**src/ibs_pkg.sv**
```systemverilog
`default_nettype none
// ----------------------------------------------------------------------------
// ibs_pkg
// Shared types and constants for the I2C register burst sequencer.
// ----------------------------------------------------------------------------
package ibs_pkg;

  localparam int unsigned COUNT_WIDTH = 8;

  typedef logic [COUNT_WIDTH-1:0] count_t;

  typedef enum logic [2:0] {
    PH_DONE        = 3'd0,
    PH_START_WRITE = 3'd1,
    PH_SEND_REG    = 3'd2,
    PH_START_READ  = 3'd3,
    PH_WRITE_DATA  = 3'd4,
    PH_READ_DATA   = 3'd5,
    PH_SEND_STOP   = 3'd6
  } phase_t;

  localparam logic CMD_BEGIN = 1'b0;
  localparam logic CMD_EVENT = 1'b1;

  typedef struct packed {
    logic        cmd;
    logic [6:0]  slave_addr;
    logic [7:0]  reg_addr;
    logic [7:0]  byte_count;
    logic        read_mode;
    logic [31:0] done_tag;
    logic        ack_flag;
    logic        rx_flag;
    logic        stop_flag;
    logic [7:0]  rx_data;
    logic [7:0]  tx_data;
  } item_t;

  typedef struct packed {
    logic        send_start;
    logic        issue_stop;
    logic        send_ack;
    logic        send_nack;
    logic        tx_valid;
    logic [7:0]  tx_byte;
    logic        tx_used;
    logic        rx_valid;
    logic [7:0]  rx_out;
    logic        finished;
    logic [31:0] finished_tag;
    logic        proto_error;
  } result_t;

  typedef struct packed {
    phase_t phase;
    logic   busy;
  } status_t;

endpackage
`default_nettype wire

```
**src/ibs_chan_if.sv**
```systemverilog
`default_nettype none
// ----------------------------------------------------------------------------
// ibs_in_if / ibs_out_if
// Valid/ready channels for requests and results of the burst sequencer.
// ----------------------------------------------------------------------------
interface ibs_in_if;
  logic        valid;
  logic        ready;
  logic        cmd;
  logic [6:0]  slave_addr;
  logic [7:0]  reg_addr;
  logic [7:0]  byte_count;
  logic        read_mode;
  logic [31:0] done_tag;
  logic        ack_flag;
  logic        rx_flag;
  logic        stop_flag;
  logic [7:0]  rx_data;
  logic [7:0]  tx_data;

  modport source (
    output valid, cmd, slave_addr, reg_addr, byte_count, read_mode, done_tag,
           ack_flag, rx_flag, stop_flag, rx_data, tx_data,
    input  ready
  );
  modport sink (
    input  valid, cmd, slave_addr, reg_addr, byte_count, read_mode, done_tag,
           ack_flag, rx_flag, stop_flag, rx_data, tx_data,
    output ready
  );
endinterface

interface ibs_out_if;
  logic        valid;
  logic        ready;
  logic        send_start;
  logic        issue_stop;
  logic        send_ack;
  logic        send_nack;
  logic        tx_valid;
  logic [7:0]  tx_byte;
  logic        tx_used;
  logic        rx_valid;
  logic [7:0]  rx_out;
  logic        finished;
  logic [31:0] finished_tag;
  logic        proto_error;

  modport source (
    output valid, send_start, issue_stop, send_ack, send_nack, tx_valid, tx_byte,
           tx_used, rx_valid, rx_out, finished, finished_tag, proto_error,
    input  ready
  );
  modport sink (
    input  valid, send_start, issue_stop, send_ack, send_nack, tx_valid, tx_byte,
           tx_used, rx_valid, rx_out, finished, finished_tag, proto_error,
    output ready
  );
endinterface
`default_nettype wire

```
**src/ibs_in_stage.sv**
```systemverilog
`default_nettype none
// ----------------------------------------------------------------------------
// ibs_in_stage
// Input register: holds one request until the sequencer step takes it.
// ----------------------------------------------------------------------------
module ibs_in_stage (
  input  wire logic           clk,
  input  wire logic           rst_n,
  input  wire logic           in_valid,
  input  wire ibs_pkg::item_t in_item,
  input  wire logic           adv,
  output logic                in_ready,
  output logic                stage_valid,
  output ibs_pkg::item_t      stage_item
);

  logic           valid_r;
  logic           valid_nxt;
  ibs_pkg::item_t item_r;
  logic           take;

  assign in_ready = !valid_r || adv;
  assign take     = in_valid && in_ready;

  always_comb begin
    if (take) begin
      valid_nxt = 1'b1;
    end else if (adv) begin
      valid_nxt = 1'b0;
    end else begin
      valid_nxt = valid_r;
    end
  end

  always_ff @(posedge clk) begin
    if (!rst_n) begin
      valid_r <= 1'b0;
    end else begin
      valid_r <= valid_nxt;
    end
  end

  always_ff @(posedge clk) begin
    if (take) begin
      item_r <= in_item;
    end
  end

  assign stage_valid = valid_r;
  assign stage_item  = item_r;

endmodule
`default_nettype wire

```
**src/ibs_seq.sv**
```systemverilog
`default_nettype none
// ----------------------------------------------------------------------------
// ibs_seq
// Transfer state and one-step phase logic: begin, then ack, rx and stop flags.
// ----------------------------------------------------------------------------
module ibs_seq (
  input  wire logic           clk,
  input  wire logic           rst_n,
  input  wire logic           en,
  input  wire ibs_pkg::item_t item,
  output ibs_pkg::result_t    res,
  output ibs_pkg::status_t    status
);

  ibs_pkg::phase_t phase_r,       phase_nxt;
  ibs_pkg::count_t bytes_done_r,  bytes_done_nxt;
  ibs_pkg::count_t bytes_total_r, bytes_total_nxt;
  logic [6:0]      target_addr_r, target_addr_nxt;
  logic [7:0]      target_reg_r,  target_reg_nxt;
  logic            is_read_r,     is_read_nxt;
  logic [31:0]     saved_tag_r,   saved_tag_nxt;
  logic            busy;

  assign busy = (phase_r != ibs_pkg::PH_DONE);

  always_comb begin
    phase_nxt       = phase_r;
    bytes_done_nxt  = bytes_done_r;
    bytes_total_nxt = bytes_total_r;
    target_addr_nxt = target_addr_r;
    target_reg_nxt  = target_reg_r;
    is_read_nxt     = is_read_r;
    saved_tag_nxt   = saved_tag_r;
    res             = '0;

    if (item.cmd == ibs_pkg::CMD_BEGIN) begin
      if (busy) begin
        res.proto_error = 1'b1;
      end else begin
        target_addr_nxt = item.slave_addr;
        target_reg_nxt  = item.reg_addr;
        bytes_total_nxt = ibs_pkg::count_t'(item.byte_count);
        is_read_nxt     = item.read_mode;
        saved_tag_nxt   = item.done_tag;
        bytes_done_nxt  = '0;
        phase_nxt       = ibs_pkg::PH_START_WRITE;
        res.send_start  = 1'b1;
        res.tx_valid    = 1'b1;
        res.tx_byte     = {item.slave_addr, 1'b0};
      end
    end else begin
      // flags are taken in order ack, rx, stop against the updated phase
      if (item.ack_flag) begin
        case (phase_nxt)
          ibs_pkg::PH_START_WRITE: begin
            phase_nxt    = ibs_pkg::PH_SEND_REG;
            res.tx_valid = 1'b1;
            res.tx_byte  = target_reg_r;
          end
          ibs_pkg::PH_SEND_REG: begin
            if (is_read_r) begin
              phase_nxt      = ibs_pkg::PH_START_READ;
              res.send_start = 1'b1;
              res.tx_valid   = 1'b1;
              res.tx_byte    = {target_addr_r, 1'b1};
            end else begin
              phase_nxt      = ibs_pkg::PH_WRITE_DATA;
              res.tx_valid   = 1'b1;
              res.tx_byte    = item.tx_data;
              res.tx_used    = 1'b1;
              bytes_done_nxt = bytes_done_nxt + ibs_pkg::count_t'(1);
            end
          end
          ibs_pkg::PH_START_READ: begin
            phase_nxt = ibs_pkg::PH_READ_DATA;
          end
          ibs_pkg::PH_WRITE_DATA: begin
            if (bytes_done_nxt == bytes_total_r) begin
              phase_nxt      = ibs_pkg::PH_SEND_STOP;
              res.issue_stop = 1'b1;
            end else begin
              res.tx_valid   = 1'b1;
              res.tx_byte    = item.tx_data;
              res.tx_used    = 1'b1;
              bytes_done_nxt = bytes_done_nxt + ibs_pkg::count_t'(1);
            end
          end
          ibs_pkg::PH_READ_DATA: begin
          end
          default: begin
            res.proto_error = 1'b1;
          end
        endcase
      end

      if (item.rx_flag) begin
        if (phase_nxt != ibs_pkg::PH_READ_DATA) begin
          res.proto_error = 1'b1;
        end else begin
          res.rx_valid   = 1'b1;
          res.rx_out     = item.rx_data;
          bytes_done_nxt = bytes_done_nxt + ibs_pkg::count_t'(1);
          if (bytes_done_nxt == bytes_total_r) begin
            phase_nxt      = ibs_pkg::PH_SEND_STOP;
            res.send_nack  = 1'b1;
            res.issue_stop = 1'b1;
          end else begin
            res.send_ack = 1'b1;
          end
        end
      end

      if (item.stop_flag) begin
        if (phase_nxt != ibs_pkg::PH_SEND_STOP) begin
          res.proto_error = 1'b1;
        end else begin
          phase_nxt        = ibs_pkg::PH_DONE;
          res.finished     = 1'b1;
          res.finished_tag = saved_tag_r;
        end
      end
    end
  end

  always_ff @(posedge clk) begin
    if (!rst_n) begin
      phase_r       <= ibs_pkg::PH_DONE;
      bytes_done_r  <= '0;
      bytes_total_r <= '0;
      target_addr_r <= '0;
      target_reg_r  <= '0;
      is_read_r     <= 1'b0;
      saved_tag_r   <= '0;
    end else if (en) begin
      phase_r       <= phase_nxt;
      bytes_done_r  <= bytes_done_nxt;
      bytes_total_r <= bytes_total_nxt;
      target_addr_r <= target_addr_nxt;
      target_reg_r  <= target_reg_nxt;
      is_read_r     <= is_read_nxt;
      saved_tag_r   <= saved_tag_nxt;
    end
  end

  assign status.phase = phase_r;
  assign status.busy  = busy;

endmodule
`default_nettype wire

```
**src/ibs_out_stage.sv**
```systemverilog
`default_nettype none
// ----------------------------------------------------------------------------
// ibs_out_stage
// Result register: holds one result until the consumer takes it.
// ----------------------------------------------------------------------------
module ibs_out_stage (
  input  wire logic             clk,
  input  wire logic             rst_n,
  input  wire logic             load,
  input  wire ibs_pkg::result_t res_in,
  input  wire logic             out_ready,
  output logic                  adv,
  output logic                  out_valid,
  output ibs_pkg::result_t      out_res
);

  logic             valid_r;
  logic             valid_nxt;
  ibs_pkg::result_t res_r;

  // slot is free when empty or being drained this cycle
  assign adv = !valid_r || out_ready;

  always_comb begin
    if (load) begin
      valid_nxt = 1'b1;
    end else if (out_ready) begin
      valid_nxt = 1'b0;
    end else begin
      valid_nxt = valid_r;
    end
  end

  always_ff @(posedge clk) begin
    if (!rst_n) begin
      valid_r <= 1'b0;
    end else begin
      valid_r <= valid_nxt;
    end
  end

  always_ff @(posedge clk) begin
    if (load) begin
      res_r <= res_in;
    end
  end

  assign out_valid = valid_r;
  assign out_res   = res_r;

endmodule
`default_nettype wire

```
**src/i2c_register_burst_sequencer.sv**
```systemverilog
`default_nettype none
// ----------------------------------------------------------------------------
// i2c_register_burst_sequencer
// A request passes the input reg, then the result reg, before its result is
// valid; a result held by the consumer keeps it waiting in the input reg.
// Throughput: one request per cycle; a result held by the consumer stalls input.
// Every request gives exactly one result.
// Reset (rst_n low, synchronous): both stages empty, phase back to done, idle.
// ----------------------------------------------------------------------------
module i2c_register_burst_sequencer (
  input  wire logic clk,
  input  wire logic rst_n,
  ibs_in_if.sink    in_ch,
  ibs_out_if.source out_ch
);

  ibs_pkg::item_t   in_item;
  ibs_pkg::item_t   stage_item;
  ibs_pkg::result_t step_res;
  ibs_pkg::result_t out_res;
  ibs_pkg::status_t status;
  logic             in_ready;
  logic             stage_valid;
  logic             adv;
  logic             step_en;
  logic             out_valid;

  assign in_item.cmd        = in_ch.cmd;
  assign in_item.slave_addr = in_ch.slave_addr;
  assign in_item.reg_addr   = in_ch.reg_addr;
  assign in_item.byte_count = in_ch.byte_count;
  assign in_item.read_mode  = in_ch.read_mode;
  assign in_item.done_tag   = in_ch.done_tag;
  assign in_item.ack_flag   = in_ch.ack_flag;
  assign in_item.rx_flag    = in_ch.rx_flag;
  assign in_item.stop_flag  = in_ch.stop_flag;
  assign in_item.rx_data    = in_ch.rx_data;
  assign in_item.tx_data    = in_ch.tx_data;
  assign in_ch.ready        = in_ready;

  ibs_in_stage u_in_stage (
    .clk         (clk),
    .rst_n       (rst_n),
    .in_valid    (in_ch.valid),
    .in_item     (in_item),
    .adv         (adv),
    .in_ready    (in_ready),
    .stage_valid (stage_valid),
    .stage_item  (stage_item)
  );

  assign step_en = stage_valid && adv;

  ibs_seq u_seq (
    .clk    (clk),
    .rst_n  (rst_n),
    .en     (step_en),
    .item   (stage_item),
    .res    (step_res),
    .status (status)
  );

  ibs_out_stage u_out_stage (
    .clk       (clk),
    .rst_n     (rst_n),
    .load      (step_en),
    .res_in    (step_res),
    .out_ready (out_ch.ready),
    .adv       (adv),
    .out_valid (out_valid),
    .out_res   (out_res)
  );

  assign out_ch.valid        = out_valid;
  assign out_ch.send_start   = out_res.send_start;
  assign out_ch.issue_stop   = out_res.issue_stop;
  assign out_ch.send_ack     = out_res.send_ack;
  assign out_ch.send_nack    = out_res.send_nack;
  assign out_ch.tx_valid     = out_res.tx_valid;
  assign out_ch.tx_byte      = out_res.tx_byte;
  assign out_ch.tx_used      = out_res.tx_used;
  assign out_ch.rx_valid     = out_res.rx_valid;
  assign out_ch.rx_out       = out_res.rx_out;
  assign out_ch.finished     = out_res.finished;
  assign out_ch.finished_tag = out_res.finished_tag;
  assign out_ch.proto_error  = out_res.proto_error;

  // a completion that is still waiting leaves the sequencer idle
  a_finished_idle: assert property (@(posedge clk) disable iff (!rst_n)
    out_valid && out_res.finished |-> !status.busy && status.phase == ibs_pkg::PH_DONE)
    else $error("finished result while sequencer busy");

  // a consumed data byte is always driven on the bus, never with a start
  a_tx_used: assert property (@(posedge clk) disable iff (!rst_n)
    out_valid && out_res.tx_used |-> out_res.tx_valid && !out_res.send_start)
    else $error("tx_used without a plain data byte");

  // ack and nack are exclusive and only come with a received byte
  a_ack_nack: assert property (@(posedge clk) disable iff (!rst_n)
    out_valid && (out_res.send_ack || out_res.send_nack) |->
      out_res.rx_valid && !(out_res.send_ack && out_res.send_nack))
    else $error("bad ack/nack on result");

  // reset empties both stages
  a_reset_empty: assert property (@(posedge clk)
    !rst_n |=> !stage_valid && !out_valid)
    else $error("stages not empty after reset");

endmodule
`default_nettype wire
```
**src/flat_wrapper.sv**
```systemverilog
// flat-port wrapper written by rule: the top's interface ports become plain ports
module i2c_register_burst_sequencer_flat 
  (clk, rst_n, in_ch_valid, in_ch_cmd, in_ch_slave_addr, in_ch_reg_addr, in_ch_byte_count, in_ch_read_mode, in_ch_done_tag, in_ch_ack_flag, in_ch_rx_flag, in_ch_stop_flag, in_ch_rx_data, in_ch_tx_data, in_ch_ready, out_ch_valid, out_ch_send_start, out_ch_issue_stop, out_ch_send_ack, out_ch_send_nack, out_ch_tx_valid, out_ch_tx_byte, out_ch_tx_used, out_ch_rx_valid, out_ch_rx_out, out_ch_finished, out_ch_finished_tag, out_ch_proto_error, out_ch_ready);
  ibs_in_if in_ch_i ();
  ibs_out_if out_ch_i ();
  input  wire logic clk;
  input  wire logic rst_n;
  input wire logic [$bits(in_ch_i.valid)-1:0] in_ch_valid;
  input wire logic [$bits(in_ch_i.cmd)-1:0] in_ch_cmd;
  input wire logic [$bits(in_ch_i.slave_addr)-1:0] in_ch_slave_addr;
  input wire logic [$bits(in_ch_i.reg_addr)-1:0] in_ch_reg_addr;
  input wire logic [$bits(in_ch_i.byte_count)-1:0] in_ch_byte_count;
  input wire logic [$bits(in_ch_i.read_mode)-1:0] in_ch_read_mode;
  input wire logic [$bits(in_ch_i.done_tag)-1:0] in_ch_done_tag;
  input wire logic [$bits(in_ch_i.ack_flag)-1:0] in_ch_ack_flag;
  input wire logic [$bits(in_ch_i.rx_flag)-1:0] in_ch_rx_flag;
  input wire logic [$bits(in_ch_i.stop_flag)-1:0] in_ch_stop_flag;
  input wire logic [$bits(in_ch_i.rx_data)-1:0] in_ch_rx_data;
  input wire logic [$bits(in_ch_i.tx_data)-1:0] in_ch_tx_data;
  output wire logic [$bits(in_ch_i.ready)-1:0] in_ch_ready;
  output wire logic [$bits(out_ch_i.valid)-1:0] out_ch_valid;
  output wire logic [$bits(out_ch_i.send_start)-1:0] out_ch_send_start;
  output wire logic [$bits(out_ch_i.issue_stop)-1:0] out_ch_issue_stop;
  output wire logic [$bits(out_ch_i.send_ack)-1:0] out_ch_send_ack;
  output wire logic [$bits(out_ch_i.send_nack)-1:0] out_ch_send_nack;
  output wire logic [$bits(out_ch_i.tx_valid)-1:0] out_ch_tx_valid;
  output wire logic [$bits(out_ch_i.tx_byte)-1:0] out_ch_tx_byte;
  output wire logic [$bits(out_ch_i.tx_used)-1:0] out_ch_tx_used;
  output wire logic [$bits(out_ch_i.rx_valid)-1:0] out_ch_rx_valid;
  output wire logic [$bits(out_ch_i.rx_out)-1:0] out_ch_rx_out;
  output wire logic [$bits(out_ch_i.finished)-1:0] out_ch_finished;
  output wire logic [$bits(out_ch_i.finished_tag)-1:0] out_ch_finished_tag;
  output wire logic [$bits(out_ch_i.proto_error)-1:0] out_ch_proto_error;
  input wire logic [$bits(out_ch_i.ready)-1:0] out_ch_ready;
  assign in_ch_i.valid = in_ch_valid;
  assign in_ch_i.cmd = in_ch_cmd;
  assign in_ch_i.slave_addr = in_ch_slave_addr;
  assign in_ch_i.reg_addr = in_ch_reg_addr;
  assign in_ch_i.byte_count = in_ch_byte_count;
  assign in_ch_i.read_mode = in_ch_read_mode;
  assign in_ch_i.done_tag = in_ch_done_tag;
  assign in_ch_i.ack_flag = in_ch_ack_flag;
  assign in_ch_i.rx_flag = in_ch_rx_flag;
  assign in_ch_i.stop_flag = in_ch_stop_flag;
  assign in_ch_i.rx_data = in_ch_rx_data;
  assign in_ch_i.tx_data = in_ch_tx_data;
  assign in_ch_ready = in_ch_i.ready;
  assign out_ch_valid = out_ch_i.valid;
  assign out_ch_send_start = out_ch_i.send_start;
  assign out_ch_issue_stop = out_ch_i.issue_stop;
  assign out_ch_send_ack = out_ch_i.send_ack;
  assign out_ch_send_nack = out_ch_i.send_nack;
  assign out_ch_tx_valid = out_ch_i.tx_valid;
  assign out_ch_tx_byte = out_ch_i.tx_byte;
  assign out_ch_tx_used = out_ch_i.tx_used;
  assign out_ch_rx_valid = out_ch_i.rx_valid;
  assign out_ch_rx_out = out_ch_i.rx_out;
  assign out_ch_finished = out_ch_i.finished;
  assign out_ch_finished_tag = out_ch_i.finished_tag;
  assign out_ch_proto_error = out_ch_i.proto_error;
  assign out_ch_i.ready = out_ch_ready;
  i2c_register_burst_sequencer u_core (.clk(clk), .rst_n(rst_n), .in_ch(in_ch_i), .out_ch(out_ch_i));
endmodule
```
**config.mk**
```make
export PLATFORM = sky130hd
export DESIGN_NAME = i2c_register_burst_sequencer_flat
export DESIGN_NICKNAME = d
export VERILOG_FILES = /design/src/ibs_pkg.sv /design/src/ibs_chan_if.sv /design/src/ibs_in_stage.sv /design/src/ibs_seq.sv /design/src/ibs_out_stage.sv /design/src/i2c_register_burst_sequencer.sv /design/src/flat_wrapper.sv
export SDC_FILE = /design/constraint.sdc
export NUM_CORES = 1
export LEC_CHECK = 0
export BUFFER_PORTS_ARGS = -buffer_cell sky130_fd_sc_hd__buf_2
export CAP_MARGIN = 30
export CORE_ASPECT_RATIO = 0.9
export CORE_UTILIZATION = 56
export DETAILED_ROUTE_END_ITERATION = 10
export GPL_ROUTABILITY_DRIVEN = 0
export PLACE_DENSITY = 0.89
export SLEW_MARGIN = 40
export SYNTH_ARGS = -nofsm -noshare
export SYNTH_HDL_FRONTEND = slang
export SYNTH_SLANG_ARGS = --single-unit
```
**constraint.sdc**
```tcl
create_clock -name clk -period 5.6 [get_ports clk]
set_clock_uncertainty 0.2 [all_clocks]
set_input_delay 0 -clock clk [delete_from_list [all_inputs] [get_ports clk]]
set_output_delay 0 -clock clk [all_outputs]
set_load 0.01 [all_outputs]
```
==> results of run 1 <==
cell type report:
type	count	area, µm²	area share [%]
diodes	1	2.502	0.02319
multi-input cells	451	2759	25.57
repair buffers	240	1729	16.02
flip-flops and latches	202	5375	49.81
clock buffers	25	519.2	4.812
inverters	7	26.28	0.2435
clock inverters	11	138.9	1.287
well taps	193	241.5	2.238
final timing paths:
path | from | end | cells after the start
hold reg to reg | u_core.u_seq.saved_tag_r[20] | u_core.u_seq.saved_tag_r[20] | 2
setup / recovery | u_core.u_seq.phase_r[2] | u_core.u_out_stage.out_res[17] | 10
hold / removal | in_ch_done_tag[27] | u_core.u_in_stage.stage_item[46] | 2
setup reg to reg | u_core.u_seq.phase_r[2] | u_core.u_out_stage.out_res[17] | 10
per-layer routing:
layer  wire length (µm)  vias to the layer above
met5                  0                        -
met4                668                        0
met3               1424                       62
met2              10080                      311
met1               7840                     2919
li1                   -                     2942
report_power, final:
part,leakage (nW),total (mW),switching [mW],internal (mW)
Clock,0.316,1.33,0.535,0.800
Combinational,1.81,0.247,0.130,0.118
Sequential,1.83,1.69,0.0331,1.66
logic make-up after synthesis:
logic type | count (synthesis) | share of synthesized area (%)
buffers and inverters | 45 | 2.439
adders and majority gates | 3 | 0.4215
DFF | 202 | 64.67
muxes | 2 | 0.2409
AOI/OAI and AO/OA | 138 | 12.62
xor gates and xnor gates | 27 | 3.011
and+or+nand+nor | 281 | 16.60
sequential cells by signal, indices dropped and copies added, names as in the netlist:
| signal | flops |
|---|---|
| u_core.u_seq.saved_tag_r | 32 |
| u_core.u_seq.phase_r | 3 |
| u_core.u_in_stage.stage_item | 76 |
| u_core.u_seq.is_read_r | 1 |
| u_core.u_out_stage.out_res | 57 |
| u_core.u_in_stage.stage_valid | 1 |
| u_core.u_seq.target_reg_r | 8 |
| u_core.u_seq.bytes_done_r | 8 |
| u_core.u_seq.bytes_total_r | 8 |
| u_core.u_out_stage.out_valid | 1 |
| u_core.u_seq.target_addr_r | 7 |
placed cells by master (no fill, tap or decap), types with 4 or more instances in the layout:
cell type and n:
edfxtp_1 133, a21oi_1 13, a21boi_0 57, nor2b_1 11, and4_1 4, and2_1 41
buf_2 138, dlygate4sd3_1 96, a22oi_1 7, nor2_1 19, dfxtp_1 69, and3_1 10
nand3_1 11, nand4_1 5, clkbuf_16 20, a222oi_1 7, nand2_1 147, clkinv_1 4
xnor2_1 24, clkbuf_1 5, buf_4 4, nand2b_1 6, inv_1 7, o21ai_0 17
metrics by stage:
| stage | util, % | area (µm²) | hold slack (ns) | setup slack (ns) | instances |
|---|---|---|---|---|---|
| 2_1_floorplan | - | 8312 | -0.1011 | 0.8433 | 698 |
| 3_3_place_gp | 63.93 | 9117 | -0.02356 | 1.540 | 995 |
| 3_5_place_dp | 64.30 | 9170 | -0.02191 | 1.335 | 997 |
| 4_1_cts | 75.65 | 10790 | 0.00004707 | 1.303 | 1129 |
| 5_1_grt | 75.67 | 10790 | 0.005432 | 0.9045 | 1130 |
| 6_report | 75.67 | 10790 | 0.01341 | 1.194 | 1130 |
worst max-delay path, delay by kind of cell (launching register included):
family / cells / cell delay, ns
compound gates: 3 / 1.37
fa+ha+maj: 1 / 0.31
simple gates: 4 / 1.25
xor+xnor: 2 / 0.44
flops: 1 / 0.68
==> flow_summary_export.csv, run 1 <==
group,metric,value,unit
cts,numCtsBuffers,20,
sta,finalHoldViolCount,0,
grt,antenna_found_initial,1,
synth,synth_common_cells,"nand2_1, edfxtp_1, dfxtp_1, a21boi_0, and2_1",
drt,via_count,6234,
cts,clk_latency,0.50,ns
synth,synth-seq-cells,202,
sta,timing.final.crit_share,78.68,%
final_layout,fillers,916,
place,dp_hpwl,11380,µm
synth,yosysSeqAreaShare,64.67,%
synth,ys_types,69,
synth,syn_area_per_cell,11.91,µm²
worst_setup_path,crit_arrival,4.55,ns
grt,grt_max_degree,70,
sta,finalSetupViolCount,0,
worst_setup_path,critPathKind,"register to register",
final_layout,drive_gt1_share,19.98,%
floorplan,initial_utilization,58.28,%
worst_setup_path,path_cells,"or3b_1, o31ai_4, xnor2_1, ha_1, nand3_1, xnor2_1, nor4b_1, o211ai_2, a21oi_4, and2_1",
drt,wl_per_cell,17.71,µm
grt,grt_pass1_vias,6109,
synth,synth_warnings,0,
run,cap_violations,0,
cts,max-clock-path-buffers,3,
floorplan,die-area,15330,µm²
cts,post_cts_buffers,0,
place,place.port_buffers,138,
worst_hold_path,hp-class,"input port to register",
grt,overflow,0,
grt,busiest_layer,"met2",
cts,tritoncts,"done",
floorplan,core-area,14260,µm²
worst_setup_path,required,5.75,ns
synth,synth_fp_nets,780,
grt,grt_pass1_wl,31010,µm
drt,via_per_inst,5.517,
sta,rsz0062_at_grt,"no",
worst_setup_path,ff2ff_setup_slack,1.19,ns
worst_setup_path,startpoint_type,"register",
sta,slew_headroom,43.27,%
worst_setup_path,endpoint_kind,"register",
drt,finalWirelength,20020,µm
power_and_ir_drop,total_power,3.274,mW
synth,synth.most_common_cell,"nand2_1",
drt,postRouteAntennaNets,0,
cts,cts.hold.buffers_added,96,
worst_setup_path,cp_max_fo,33,
synth,yosys.area.top_type_share,48.05,%
grt,track_usage,26.58,%
final_layout,fin_nets,1004,
sta,min_period,4.406,ns
cts,cts_root_buffer,"clkbuf_16",
drt,firstDrtPassIters,5,
grt,grt_util_met2,46.28,%
sta,fin_setup_tns,0,ns
synth,yosysTopAreaCell,"edfxtp_1",
power_and_ir_drop,power.leakage,3.952,nW
synth,synth_area,8312,µm²
synth,synth_edf_count,133,
floorplan,die_width,130.4,µm
cts,clock-sinks,202,
worst_setup_path,cpMostUsedCell,"xnor2_1",
cts,cts-resized-gates,0,
power_and_ir_drop,powerDensity,303.4,nW/µm²
synth,synth_area_leaders,"edfxtp_1, dfxtp_1, nand2_1, a21boi_0, and2_1",
final_layout,syn2layout_area_growth,29.84,%
synth,synthArstFlopShare,0,%
grt,met1_usage,33.21,%
cts,path_clk_slew,0.06,ns
cts,cts.htree.levels,1,
floorplan,rows,41,
synth,synth_ff_type,"edfxtp_1",
run_status,status,"completed",
worst_setup_path,crit_slowest_cell,"dfxtp_1",
sta,tightest_slew,0.8453,ns
drt,drt-initial-drc-count,546,
floorplan,dieHeight,117.6,µm
power_and_ir_drop,irDropWorstVdd,0.0002970,V
synth,synth_cells,698,
drt,drc_errors,0,
grt,grt_util_met3,4.227,%
sta,slew_violations,0,
floorplan,io_pins,139,
worst_setup_path,cp_slowest_stage_delay,0.68,ns
sta,fmax,227.0,MHz
Power figures use the tool's default switching activity.
==> run 2: changes to the inputs <==
CORE_UTILIZATION = 51   (was 56)
PLACE_DENSITY = 0.86   (was 0.89)
clock period = 3.8 ns   (was 5.6 ns; I/O delays follow)
==> run 2 against run 1 <==
  * Global-route usage shrank 1.6 points
  * Power grew 44%
  * Critical path depth shrank 1
  * Sequential power grew 47%
  * Clock-buffer cell count grew 10
  * Flip-flop and latch count is the same
  * Hold slack lost 0.00099 ns
  * Design area grew 0.22%
  * Combinational power grew 51%
  * Clock power grew 41%
  * Fmax grew 21%
  * Largest cell class unchanged
==> flow_summary_export.csv, run 2 (synthesized netlist as in run 1, its figures left out) <==
group,metric,value,unit
floorplan,core-area,15660,µm²
cts,max-clock-path-buffers,3,
final_layout,layout_commonest_cell,"nand2_1",
grt,grt_pass1_wl,31650,µm
grt,grt_max_degree,70,
grt,track_usage,24.95,%
cts,cts.htree.levels,1,
sta,slew_headroom,45.27,%
cts,path_clk_slew,0.06,ns
floorplan,dieHeight,123.1,µm
sta,slew_violations,0,
sta,setup_ws,0.1626,ns
worst_hold_path,min_to,"u_core.u_in_stage.stage_item[27]",
sta,rsz0062_at_grt,"no",
final_layout,final_cells,1146,
worst_setup_path,cpMostUsedCell,"xnor2_1",
drt,finalWirelength,20580,µm
floorplan,io_pins,139,
drt,drt-initial-drc-count,451,
final_layout,stdcell_area,10820,µm²
power_and_ir_drop,irDropWorstVdd,0.0003750,V
cts,clk_latency,0.49,ns
grt,grt_pass1_vias,6132,
drt,via_count,6189,
worst_setup_path,reg2reg_depth,9,
sta,finalSetupViolCount,0,
final_layout,final_cell_mix,"nand2_1, buf_2, edfxtp_1",
grt,overflow,0,
sta,fin_setup_tns,0,ns
power_and_ir_drop,power.leakage,3.992,nW
worst_setup_path,cp_top_family,"simple AND/OR/NAND/NOR gates",
run_status,status,"completed",
floorplan,die-area,16810,µm²
cts,tritoncts,"done",
worst_setup_path,crit_arrival,3.83,ns
power_and_ir_drop,powerDensity,437.1,nW/µm²
final_layout,seq_area,5379,µm²
worst_hold_path,min-delay-start,"in_ch_done_tag[8]",
place,place_ws,0.03971,ns
place,dp_hpwl,12190,µm
floorplan,rows,43,
drt,firstDrtPassIters,6,
sta,tightest_slew,0.8179,ns
worst_setup_path,endpoint_kind,"register",
sta,min_period,3.637,ns
sta,timing.final.crit_share,95.72,%
worst_setup_path,r2r_end,"u_core.u_seq.phase_r[1]",
worst_setup_path,critPathKind,"register to register",
worst_setup_path,crit_slowest_cell,"or4b_1",
sta,fmax,274.9,MHz
worst_setup_path,path_buf_inv,0,
drt,wl_per_cell,17.96,µm
floorplan,die_width,136.6,µm
final_layout,multiInputGateArea,2796,µm²
cts,clock-sinks,202,
drt,drc_errors,0,
place,place_area,9311,µm²
run,cap_violations,0,
sta,holdWs,0.01242,ns
place,place.port_buffers,138,
drt,via_per_inst,5.401,
cts,numCtsBuffers,20,
worst_hold_path,hp-class,"input port to register",
worst_setup_path,ff2ff_setup_slack,0.16,ns
final_layout,syn2layout_area_growth,30.12,%
floorplan,initial_utilization,53.09,%
cts,cts_root_buffer,"clkbuf_16",
final_layout,largest_register_ff_count,76,
final_layout,fillers,1096,
worst_setup_path,required,3.99,ns
final_layout,fin_nets,1011,
worst_setup_path,cp_slowest_stage_delay,0.52,ns
place,placedCellCount,1024,
drt,postRouteAntennaNets,0,
sta,finalHoldViolCount,0,
worst_setup_path,startpoint_type,"register",
worst_setup_path,cp_max_fo,7,
worst_hold_path,whs_path_depth,2,
grt,antenna_found_initial,1,
final_layout,drive_gt1_share,22.91,%
worst_setup_path,path_cells,"or3b_1, o31ai_4, xnor2_1, ha_1, xnor2_1, nand3b_1, or4b_1, o41a_1, nor3_2",
worst_setup_path,r2r_start,"u_core.u_seq.phase_r[2]",
-- run 2: changes by cell type in the layout (fill, tap and decap cells not counted), sizes merged --
cell / change
clkinvlp: -1
clkbuf: +10
buf: +21
dlygate4sd3: -14
bufinv: -3
clkinv: -6
-- run 2: how the worst max path moves through the flow --
| stage | start | end | slack [ns] | depth (start not counted) |
|---|---|---|---|---|
| floorplan | u_core.u_out_stage.out_valid | u_core.u_seq.bytes_done_r[0] | 0.41 | 6 |
| global placement | u_core.u_seq.bytes_done_r[0] | u_core.u_out_stage.out_res[13] | 0.23 | 12 |
| detailed placement | u_core.u_seq.bytes_done_r[3] | u_core.u_out_stage.out_res[16] | 0.04 | 12 |
| CTS | u_core.u_seq.bytes_done_r[3] | u_core.u_out_stage.out_res[16] | 0.02 | 12 |
| global route | u_core.u_seq.phase_r[2] | u_core.u_out_stage.out_res[16] | 0.007 | 12 |
| finish | u_core.u_seq.phase_r[2] | u_core.u_seq.phase_r[1] | 0.16 | 9 |
-- run 2: cell type report --
class	instances	area share, %
diodes	1	0.02314
clock buffers	35	5.622
clock inverters	1	0.08098
inverters	7	0.2429
multi-input cells	451	25.86
flip-flops and latches	202	49.73
well taps	202	2.337
repair buffers	247	16.10
-- run 2: power breakdown --
part | switching, mW | internal, mW
clock network | 0.786 | 1.08
logic | 0.201 | 0.171
registers | 0.0405 | 2.44
total | 1.03 | 3.70
-- run 2: what timing repair did --
item	4_1_cts	5_1_grt
setup endpoints to repair	0	35
hold endpoints to repair	177	0
hold buffers	82	0
resized for setup	0	10
buffers inserted	0	3
-- run 2: metrics by stage --
step                total power [mW]  utilization, %
floorplan                      2.682               -
global placement               2.806           59.30
detailed placement             2.820           59.47
CTS                            4.726           68.66
global route                   4.878           69.08
finish                         4.727           69.08
-- run 2: layer usage --
layer / track usage [%] / up-vias / part of all wire (%)
met5: 0 / - / 0
met4: 9.653 / 0 / 3.0
met3: 4.510 / 48 / 7.8
met2: 44.16 / 271 / 51
met1: 30.25 / 2914 / 39
li1: - / 2956 / -
